### src/rtl/sidht_pkg.sv
// Shared types and codes for the short id hash table.
// Used by the controller, the datapath and the top level.
package sidht_pkg;

    localparam int ID_W     = 48;
    localparam int CNT_W    = 32;
    localparam int HANDLE_W = 32;
    localparam int LEN_W    = 32;
    localparam int KIND_W   = 2;
    localparam int STATUS_W = 3;
    localparam int IB_W     = 5;
    localparam int IN_DATA_W  = ID_W + CNT_W + HANDLE_W + LEN_W;
    localparam int OUT_DATA_W = HANDLE_W + LEN_W;

    localparam logic [63:0] GOLDEN = 64'h9e3779b97f4a7c15;

    localparam logic [KIND_W-1:0] KIND_BEGIN  = 2'd0;
    localparam logic [KIND_W-1:0] KIND_INSERT = 2'd1;
    localparam logic [KIND_W-1:0] KIND_LOOKUP = 2'd2;

    localparam logic [STATUS_W-1:0] ST_BEGUN    = 3'd0;
    localparam logic [STATUS_W-1:0] ST_INSERTED = 3'd1;
    localparam logic [STATUS_W-1:0] ST_DUP      = 3'd2;
    localparam logic [STATUS_W-1:0] ST_FULL     = 3'd3;
    localparam logic [STATUS_W-1:0] ST_FOUND    = 3'd4;
    localparam logic [STATUS_W-1:0] ST_MISS     = 3'd5;
    localparam logic [STATUS_W-1:0] ST_IGNORED  = 3'd6;

    typedef struct packed {
        logic                capture;
        logic                clear_init;
        logic                clear_step;
        logic                begin_exec;
        logic                hash_init;
        logic                hash_step;
        logic                probe_init;
        logic                probe_read;
        logic                probe_next;
        logic                write_slot;
        logic                write_dup;
        logic                out_load;
        logic [STATUS_W-1:0] out_status;
    } cmd_t;

    typedef struct packed {
        logic [KIND_W-1:0] kind;
        logic              clear_done;
        logic              wrap;
        logic              ignore;
        logic              full;
        logic              hash_done;
        logic              slot_live;
        logic              id_match;
        logic              slot_dup;
        logic              probe_last;
        logic              out_free;
    } stat_t;

endpackage

### src/rtl/sidht_ctrl.sv
// Sequencing state machine for the short id hash table.
// Depends on sidht_pkg; drives the datapath through cmd_t, reads stat_t.
module sidht_ctrl (
    input  logic              clk,
    input  logic              rst_n,
    input  logic              in_valid,
    output logic              in_ready,
    output sidht_pkg::cmd_t   cmd,
    input  sidht_pkg::stat_t  stat
);
    import sidht_pkg::*;

    typedef enum logic [8:0] {
        S_INIT_CLR    = 9'b000000001,
        S_IDLE        = 9'b000000010,
        S_DECODE      = 9'b000000100,
        S_WRAP_CLR    = 9'b000001000,
        S_HASH        = 9'b000010000,
        S_PROBE_START = 9'b000100000,
        S_PROBE_RD    = 9'b001000000,
        S_PROBE_CHK   = 9'b010000000,
        S_RESP        = 9'b100000000
    } state_t;

    state_t              state_reg, state_next;
    logic [STATUS_W-1:0] status_reg, status_next;

    always_ff @(posedge clk or negedge rst_n)
    begin
        if (!rst_n)
        begin
            state_reg  <= S_INIT_CLR;
            status_reg <= ST_BEGUN;
        end
        else
        begin
            state_reg  <= state_next;
            status_reg <= status_next;
        end
    end

    always_comb
    begin
        cmd         = '0;
        in_ready    = 1'b0;
        state_next  = state_reg;
        status_next = status_reg;
        unique case (state_reg)
            S_INIT_CLR:
            begin
                cmd.clear_step = 1'b1;
                if (stat.clear_done)
                begin
                    state_next = S_IDLE;
                end
            end
            S_IDLE:
            begin
                in_ready = 1'b1;
                if (in_valid)
                begin
                    cmd.capture = 1'b1;
                    state_next  = S_DECODE;
                end
            end
            S_DECODE:
            begin
                cmd.hash_init = 1'b1;
                unique case (stat.kind)
                    KIND_BEGIN:
                    begin
                        cmd.begin_exec = 1'b1;
                        status_next    = ST_BEGUN;
                        if (stat.wrap)
                        begin
                            cmd.clear_init = 1'b1;
                            state_next     = S_WRAP_CLR;
                        end
                        else
                        begin
                            state_next = S_RESP;
                        end
                    end
                    KIND_INSERT:
                    begin
                        if (stat.ignore)
                        begin
                            status_next = ST_IGNORED;
                            state_next  = S_RESP;
                        end
                        else if (stat.full)
                        begin
                            status_next = ST_FULL;
                            state_next  = S_RESP;
                        end
                        else
                        begin
                            state_next = S_HASH;
                        end
                    end
                    KIND_LOOKUP:
                    begin
                        state_next = S_HASH;
                    end
                    default:
                    begin
                        status_next = ST_IGNORED;
                        state_next  = S_RESP;
                    end
                endcase
            end
            S_WRAP_CLR:
            begin
                cmd.clear_step = 1'b1;
                if (stat.clear_done)
                begin
                    state_next = S_RESP;
                end
            end
            S_HASH:
            begin
                cmd.hash_step = 1'b1;
                if (stat.hash_done)
                begin
                    state_next = S_PROBE_START;
                end
            end
            S_PROBE_START:
            begin
                cmd.probe_init = 1'b1;
                state_next     = S_PROBE_RD;
            end
            S_PROBE_RD:
            begin
                cmd.probe_read = 1'b1;
                state_next     = S_PROBE_CHK;
            end
            S_PROBE_CHK:
            begin
                state_next = S_RESP;
                if (stat.kind == KIND_INSERT)
                begin
                    if (!stat.slot_live)
                    begin
                        cmd.write_slot = 1'b1;
                        status_next    = ST_INSERTED;
                    end
                    else if (stat.id_match)
                    begin
                        cmd.write_dup = 1'b1;
                        status_next   = ST_DUP;
                    end
                    else if (stat.probe_last)
                    begin
                        status_next = ST_FULL;
                    end
                    else
                    begin
                        cmd.probe_next = 1'b1;
                        state_next     = S_PROBE_RD;
                    end
                end
                else
                begin
                    if (!stat.slot_live)
                    begin
                        status_next = ST_MISS;
                    end
                    else if (stat.id_match)
                    begin
                        status_next = stat.slot_dup ? ST_MISS : ST_FOUND;
                    end
                    else if (stat.probe_last)
                    begin
                        status_next = ST_MISS;
                    end
                    else
                    begin
                        cmd.probe_next = 1'b1;
                        state_next     = S_PROBE_RD;
                    end
                end
            end
            S_RESP:
            begin
                if (stat.out_free)
                begin
                    cmd.out_load   = 1'b1;
                    cmd.out_status = status_reg;
                    state_next     = S_IDLE;
                end
            end
            default:
            begin
                state_next = S_IDLE;
            end
        endcase
    end

endmodule

### config.mk
export PLATFORM = sky130hd
export DESIGN_NAME = sidht_ctrl
export DESIGN_NICKNAME = d
export VERILOG_FILES = /design/src/rtl/sidht_pkg.sv /design/src/rtl/sidht_ctrl.sv
export SDC_FILE = /design/constraint.sdc
export NUM_CORES = 1
export LEC_CHECK = 0
export BUFFER_PORTS_ARGS = -buffer_cell sky130_fd_sc_hd__clkbuf_2
export CAP_MARGIN = 10
export CELL_PAD_IN_SITES_DETAIL_PLACEMENT = 1
export CELL_PAD_IN_SITES_GLOBAL_PLACEMENT = 1
export CORE_MARGIN = 5
export CORE_UTILIZATION = 39
export DETAILED_ROUTE_END_ITERATION = 8
export GPL_ROUTABILITY_DRIVEN = 0
export PLACE_DENSITY_LB_ADDON = 0.1
export SYNTH_ARGS = -nofsm -noshare
export SYNTH_HDL_FRONTEND = slang
export SYNTH_SLANG_ARGS = --single-unit
### constraint.sdc
create_clock -name clk -period 5.28 [get_ports clk]
set_input_delay 0.528 -clock clk [delete_from_list [all_inputs] [get_ports clk]]
set_output_delay 0.528 -clock clk [all_outputs]
set_load 0.01 [all_outputs]
[Word-level counts from Yosys, hierarchy flattened]
Index checks and enable logic that the tools add are counted.
Operators by class
  equality and inequality tests: 19
  mux-type cells: 47
  reduce and logical (&&, ||, !) cells: 5
Operators with widths (number)
  9-bit 2-to-1 mux: 11
  9-bit case mux with 9 select lines: 1
  3-bit 2-to-1 mux: 10
  9-bit case mux with 3 select lines: 1
  1-bit 2-to-1 mux: 18
  2-bit != test (second input constant): 6
  9-bit by 1-bit equality test with 1-bit output (second input constant): 1
  9-bit by 2-bit equality test with 1-bit output (second input constant): 1
  9-bit by 3-bit equality test with 1-bit output (second input constant): 1
  9-bit by 4-bit equality test with 1-bit output (second input constant): 1
  9-bit by 5-bit equality test with 1-bit output (second input constant): 1
  9-bit by 6-bit equality test with 1-bit output (second input constant): 1
  9-bit by 7-bit equality test with 1-bit output (second input constant): 1
  9-bit by 8-bit equality test with 1-bit output (second input constant): 1
  9-bit equality test (second input constant): 1
  3-bit case mux with 3 select lines: 1
  4-bit 2-to-1 mux: 2
  4-bit != test (second input constant): 2
  3-bit case mux with 2 select lines: 1
  5-bit AND reduction: 1
  2-bit 2-to-1 mux: 2
  4-bit AND reduction: 1
  2-bit by 1-bit equality test with 1-bit output (second input constant): 1
  2-bit equality test (second input constant): 1
  3 further kinds: 3
Word-level totals
  output and inout bits: 16
  input port bits: 15
  logic and storage cells: 73
  bits in registers: 12

[Longest topological paths before layout]
Gate-level depths: netlist (run 1).
  word-level depth: 5
  mapped depth: 5
  mapped depth without buffers: 4

[Worst setup path after synthesis (run 1)]
Ideal clock, no wire load.
  path type: register to output
  start: register state_reg[3]
  end: output port cmd[0] in the netlist's numbering
  slack: 3228 ps
  path buffers: 1
  stages on the path, launching flop included: 6
  required time: 4752 ps
  arrival: 1524 ps
  cells stage by stage: dfrtp_1 > buf_6 > nor4_4 > nand2_1 > nor2_1 > and2_1
RTL lines
  start: declaration: RTL line sidht_ctrl.sv:25  | state_t state_reg, state_next;
  start signal: assignment: RTL line sidht_ctrl.sv:37  | state_reg <= state_next;
  end: declaration: RTL line sidht_ctrl.sv:8  | output sidht_pkg::cmd_t cmd,

==> reports/qor.yml, run 1 <==
grt:
  grt_max_degree: 13
  grt_overflow: 0
  grt_pass1_wl_um: 4560
  track_usage_pct: 16.7
  antenna_found_initial: 0
  grt_pass1_vias: 971
sta:
  tightest_slew_ns: 0.540
  fin_ws_ns: 2.68
  setup_viol: 0
  finalMaxSlewViolations: 0
  fin_setup_tns_ns: 0
  period_needed_ns: 2.60
  min_period_over_period_pct: 49.2
  rsz0062_at_grt: "false"
  hold_viol: 0
  clock_skew_ns: 0.0125
  max_freq_mhz: 385
  relSlewSlack_pct: 63.8
yosys:
  synth_top_cell_by_area: "dfrtp_1"
  yosys_warnings: 0
  ys_types: 44
  ys_seq_area_share_pct: 30.8
  async_flop_share_pct: 100
  synth_area_leaders: "dfrtp_1 (28%), nor2b_1 (5.1%), and2_1 (4.5%)"
  synth_edf_count: 0
  yosysTopAreaCellShare_pct: 28.1
  synth_common_cells: "dfrtp_1 (11), nor2_1 (8), nor2b_1 (8), and2_1 (7), inv_1 (7)"
  syn-num-nets: 122
  syn-mean-instance-area_um2: 9.14
  synth_ff_type: "dfrtp_1"
  synth_area_um2: 978
  yosysMostFrequentCell: "dfrtp_1"
  ys_ff_latch: 12
  postSynthCellCount: 107
clock_tree:
  cts.sink_count: 12
  cts_resized: 0
  cts_buffers: 3
  cts_root_buf: "clkbuf_4"
  cts_tree: "built"
  path_clk_slew_ns: 0.09
  postCtsSetupRepairBufs: 0
  clk_latency_ns: 0.29
  clock_path_buffers: 2
  cts_hold_buf: 0
  ctsHtreeMaxLevel: 1
worst_setup_path:
  arrival_ns: 2.07
  start_kind: "flop"
  cpMaxStageDelayCell: "nor4_4"
  path_cells: "nor4_4 -> nand2_1 -> nor2_1 -> and2_1 -> clkbuf_2"
  worst-path-buf-inv: 1
  cpPeakStageDelay_ns: 0.59
  cp.required_ns: 4.75
  critical_path_class: "flop to primary output"
  crit_family: "simple AND/OR/NAND/NOR gates"
  crit_fanout: 8
  crit_path_end_kind: "primary output"
floorplan:
  dieArea_mm2: 0.00361
  initial_core_util_pct: 40.2
  core_mm2: 0.00243
  die_w_um: 60.1
  ioPinCount: 31
  die_y_um: 60.1
  rows: 18
final_layout:
  diodes: 0
  synthToLayoutAreaGrowth_pct: 18.3
  largest_reg_flops: 9
  drive_gt1_share_pct: 33.1
  final_net_count: 152
routing:
  vias: 917
  wl_met2_um: 1240
  maxUsedRoutingLayer: "met4"
  wl_met3_um: 166
  drc: 0
  ant_nets: 0
  firstDrtPassIters: 4
  wirelength_um: 2670
  wl_met1_um: 1240
  viasPerCell: 5.52
  wire_per_inst_um: 16.1
  drt_iter0_markers: 7
pwr:
  p_sw_share_pct: 43.3
  p_comb_share_pct: 46.0
  p_switching_uw: 165
  cellPowerDensity_mw_per_mm2: 328
  ir_worst_vdd_mv: 0.173
  intPower_uw: 215
  p_leak_uw: 0.000554
  power_frac_seq_pct: 37.3
  clock_power_share_pct: 16.7
run:
  maxCapViolCount: 0
status:
  status: "finished, final reports clean"
hold_path:
  hold_path.class: "input pin to async pin"
placed_design:
  dp_hpwl_um: 2150
  dp_slack_ns: 2.99
  port_buffers: 30
metal layers:
metal | track usage (%) | vias to the layer above
met3 | 4.10 | 3
met5 | 0 | -
met4 | 4.75 | 0
met2 | 28.1 | 31
li1 | - | 448
met1 | 21.1 | 435
cell type report:
| type | count | area, um^2 |
|---|---|---|
| Fill cell | 307 | 1270 |
| Multi-Input combinational cell | 83 | 616 |
| Sequential cell | 12 | 302 |
| Timing Repair Buffer | 30 | 150 |
| Tap cell | 30 | 37.5 |
| Clock buffer | 4 | 26.3 |
| Inverter | 7 | 26.3 |
cells in the final DEF (no fill, tap or decap), drive strengths merged, types with 2 or more instances in the layout:
cell and instances:
clkbuf 34, dfrtp 11, nor2 8, nor2b 8, inv 7, and2 7, nand2 6, nor3 6
nor3b 4, o22ai 3, o211ai 3, mux2i 3, nand3 3, a31oi 3, nor4 2, and4b 2
nand4b 2, or2b 2, xnor2 2, o31ai 2, mux2 2, or2 2
worst register-to-register path, stage by stage, from the launching register on:
cell,delay (ns)
dfrtp_1,0.51
nor4_4,0.59
nand3_2,0.28
mux2i_1,0.19
mux2_4,0.26
cell families (layout without fill, tap and decap cells):
family	Yosys count	count (layout)	synth area share, %
multiplexers	5	5	5.75
buffers and inverters	12	41	6.27
flip-flops	12	12	30.8
XOR/XNOR	2	2	1.79
AND/OR/NAND/NOR	57	57	40.0
AO/OA/AOI/OAI	19	19	15.3
through the flow:
step | std cells | power (uW) | util (%) | hold WS, ns | instance area (um^2)
2_1_floorplan | 107 | 265 | - | 0.232 | 978
3_3_place_gp | 162 | 310 | 46.5 | 0.435 | 1130
3_5_place_dp | 162 | 319 | 46.5 | 0.445 | 1130
4_1_cts | 166 | 385 | 47.6 | 0.124 | 1160
5_1_grt | 166 | 408 | 47.6 | 0.142 | 1160
6_report | 166 | 380 | 47.6 | 0.121 | 1160
power groups by stage:
stage	Clock, uW	Sequential, uW	Combinational (uW)
final	63.4	142	175
after global routing	70.2	146	192
after CTS	66.9	142	176
after detailed placement	0	143	176
after global placement	0	143	168
after floorplan	0	123	142
path summary, 6_finish.rpt:
| check | start | endpoint | slack (ns) | depth (start not counted) |
|---|---|---|---|---|
| setup / recovery | state_reg[3] | cmd[0] | 2.68 | 5 |
| hold / removal | rst_n | status_reg[2] | 0.12 | 1 |
| setup reg to reg | state_reg[3] | status_reg[0] | 3.36 | 4 |
| hold reg to reg | status_reg[0] | status_reg[0] | 0.53 | 1 |
| max in group asynchronous | rst_n | state_reg[0] | 4.85 | 1 |
| min in group clk | stat[5] | state_reg[4] | 0.45 | 2 |
Note: power is estimated with default switching activity, not from simulation.
==> run 2, diff against run 1 <==
Settings changed: CORE_UTILIZATION 39 to 37.
Clock period 5.28 ns to 2.4 ns, I/O delays scaled along.
==> run 2 against run 1 <==
  * Clock power rose to 2.6 times the previous value
  * Clock-buffer cell count did not move
  * Final area grew 3.0%
  * Critical endpoint is now cmd[13]
  * Largest cell class unchanged
  * Highest routed layer unchanged
==> reports/qor.yml, run 2 (synthesized netlist as in run 1, its figures left out) <==
status:
  status: "finished, final reports clean"
worst_setup_path:
  crit_path_start: "state_reg[8]"
  crit_fanout: 10
  arrival_ns: 1.96
  cp.required_ns: 2.16
  critPathCapture: "cmd[13]"
  cpMaxStageDelayCell: "dfrtp_1"
  path_cells: "nor3_4 -> nand3_1 -> nor2b_1 -> and3_1 -> clkbuf_2"
  critical_path_class: "flop to primary output"
  r2r_setup_slack_ns: 0.53
  reg2regPathDepth: 4
  start_kind: "flop"
  r2r_start: "state_reg[8]"
  r2r-end: "status_reg[0]"
  cpPeakStageDelay_ns: 0.49
  crit_path_end_kind: "primary output"
clock_tree:
  cts_tree: "built"
  clk_latency_ns: 0.27
  clock_path_buffers: 2
  path_clk_slew_ns: 0.08
  ctsHtreeMaxLevel: 1
  cts.sink_count: 12
  cts_buffers: 3
  cts_root_buf: "clkbuf_4"
final_layout:
  drive_gt1_share_pct: 34.5
  layout_common_cells: "clkbuf_2 (30), dfrtp_1 (11), nor2_1 (8), nor2b_1 (8)"
  largest_reg_flops: 9
  synthToLayoutAreaGrowth_pct: 21.9
  final_net_count: 155
  diodes: 0
  final_common_cell: "clkbuf_2"
pwr:
  p_switching_uw: 360
  power_frac_seq_pct: 35.7
  clock_power_share_pct: 18.4
  ir_worst_vdd_mv: 0.415
  p_sw_share_pct: 40.8
  cellPowerDensity_mw_per_mm2: 740
  intPower_uw: 522
  p_leak_uw: 0.000574
  power.total_uw: 882
  p_comb_share_pct: 45.9
routing:
  viasPerCell: 5.62
  ant_nets: 0
  drt_iter0_markers: 41
  drc: 0
  wirelength_um: 2730
  firstDrtPassIters: 4
  wire_per_inst_um: 16.2
  vias: 949
sta:
  max_freq_mhz: 454
  relSlewSlack_pct: 66.9
  finalMaxSlewViolations: 0
  fin_setup_tns_ns: 0
  setup_viol: 0
  whs_ns: 0.197
  min_period_over_period_pct: 91.7
  clock_skew_ns: 0.00366
  rsz0062_at_grt: "false"
  hold_viol: 0
  tightest_slew_ns: 0.496
  period_needed_ns: 2.20
grt:
  grt_pass1_vias: 957
  antenna_found_initial: 0
  track_usage_pct: 16.0
  grt_max_degree: 13
  grt_pass1_wl_um: 4440
  grt_overflow: 0
run:
  maxCapViolCount: 0
placed_design:
  port_buffers: 30
  dp_hpwl_um: 2140
floorplan:
  core_mm2: 0.00250
  die_w_um: 61.4
  rows: 18
  dieArea_mm2: 0.00377
  die_y_um: 61.4
  initial_core_util_pct: 39.1
  ioPinCount: 31
hold_path:
  hold_path.class: "input pin to flop"
  whs_path_depth: 2
## run 2: changes by cell type in the layout (fill, tap and decap cells not counted)
cell / change
buf_4: +2
clkbuf_1: -1
clkbuf_8: +1
dlygate4sd3_1: +1
## run 2: power groups by stage
stage          Combinational (uW)  Clock (uW)  Sequential [uW]
4_1_cts                       385         170              315
5_1_grt                       448         180              320
2_1_floorplan                 313           0              270
3_5_place_dp                  381           0              318
6_report                      405         163              315
3_3_place_gp                  371           0              315
## run 2: metrics by stage
| stage | utilization [%] | cell area (um^2) | cells | worst slack, ns |
|---|---|---|---|---|
| 6_report | 47.7 | 1190 | 169 | 0.199 |
| 5_1_grt | 47.7 | 1190 | 169 | 0.000369 |
| 4_1_cts | 47.1 | 1180 | 167 | 0.0476 |
| 3_5_place_dp | 45.2 | 1130 | 162 | 0.356 |
| 3_3_place_gp | 45.2 | 1130 | 162 | 0.408 |
| 2_1_floorplan | - | 978 | 107 | 0.636 |
## run 2: per-layer routing
metal  GRT usage, %  share of wire [%]  vias up
li1               -                  -      453
met1           20.9                 45      463
met2           26.9                 48       29
met3           2.31                4.7        4
met4           5.45                1.7        0
met5              0                  0        -
## run 2: critical path: cells and delay by family, from the launching register on
family / cells / cell delay [ns]
buf+inv: 1 / 0.13
simple gates: 4 / 1.06
flops: 1 / 0.49
## run 2: what timing repair did
action / 4_1_cts / 5_1_grt
hold buffers: 1 / 0
gates resized for setup: 0 / 0
setup buffers: 0 / 2
endpoints found under the setup margin: 0 / 6
endpoints found under the hold margin: 11 / 0
## run 2: final cells by class
cell class | count | area, um^2
clock buffer | 4 | 36.3
inverter | 7 | 26.3
fill | 319 | 1310
tap | 30 | 37.5
timing repair buffer | 33 | 175
multi-input combinational | 83 | 616
sequential | 12 | 302
## run 2: worst min path at each step
| stage | startpoint | slack [ns] | to |
|---|---|---|---|
| 2_1_floorplan | rst_n | -0.06 | state_reg[1] |
| 3_3_place_gp | rst_n | 0.15 | state_reg[2] |
| 3_5_place_dp | rst_n | 0.16 | state_reg[2] |
| 4_1_cts | stat[5] | 0.19 | state_reg[4] |
| 5_1_grt | stat[5] | 0.19 | state_reg[4] |
| 6_report | stat[5] | 0.20 | state_reg[4] |
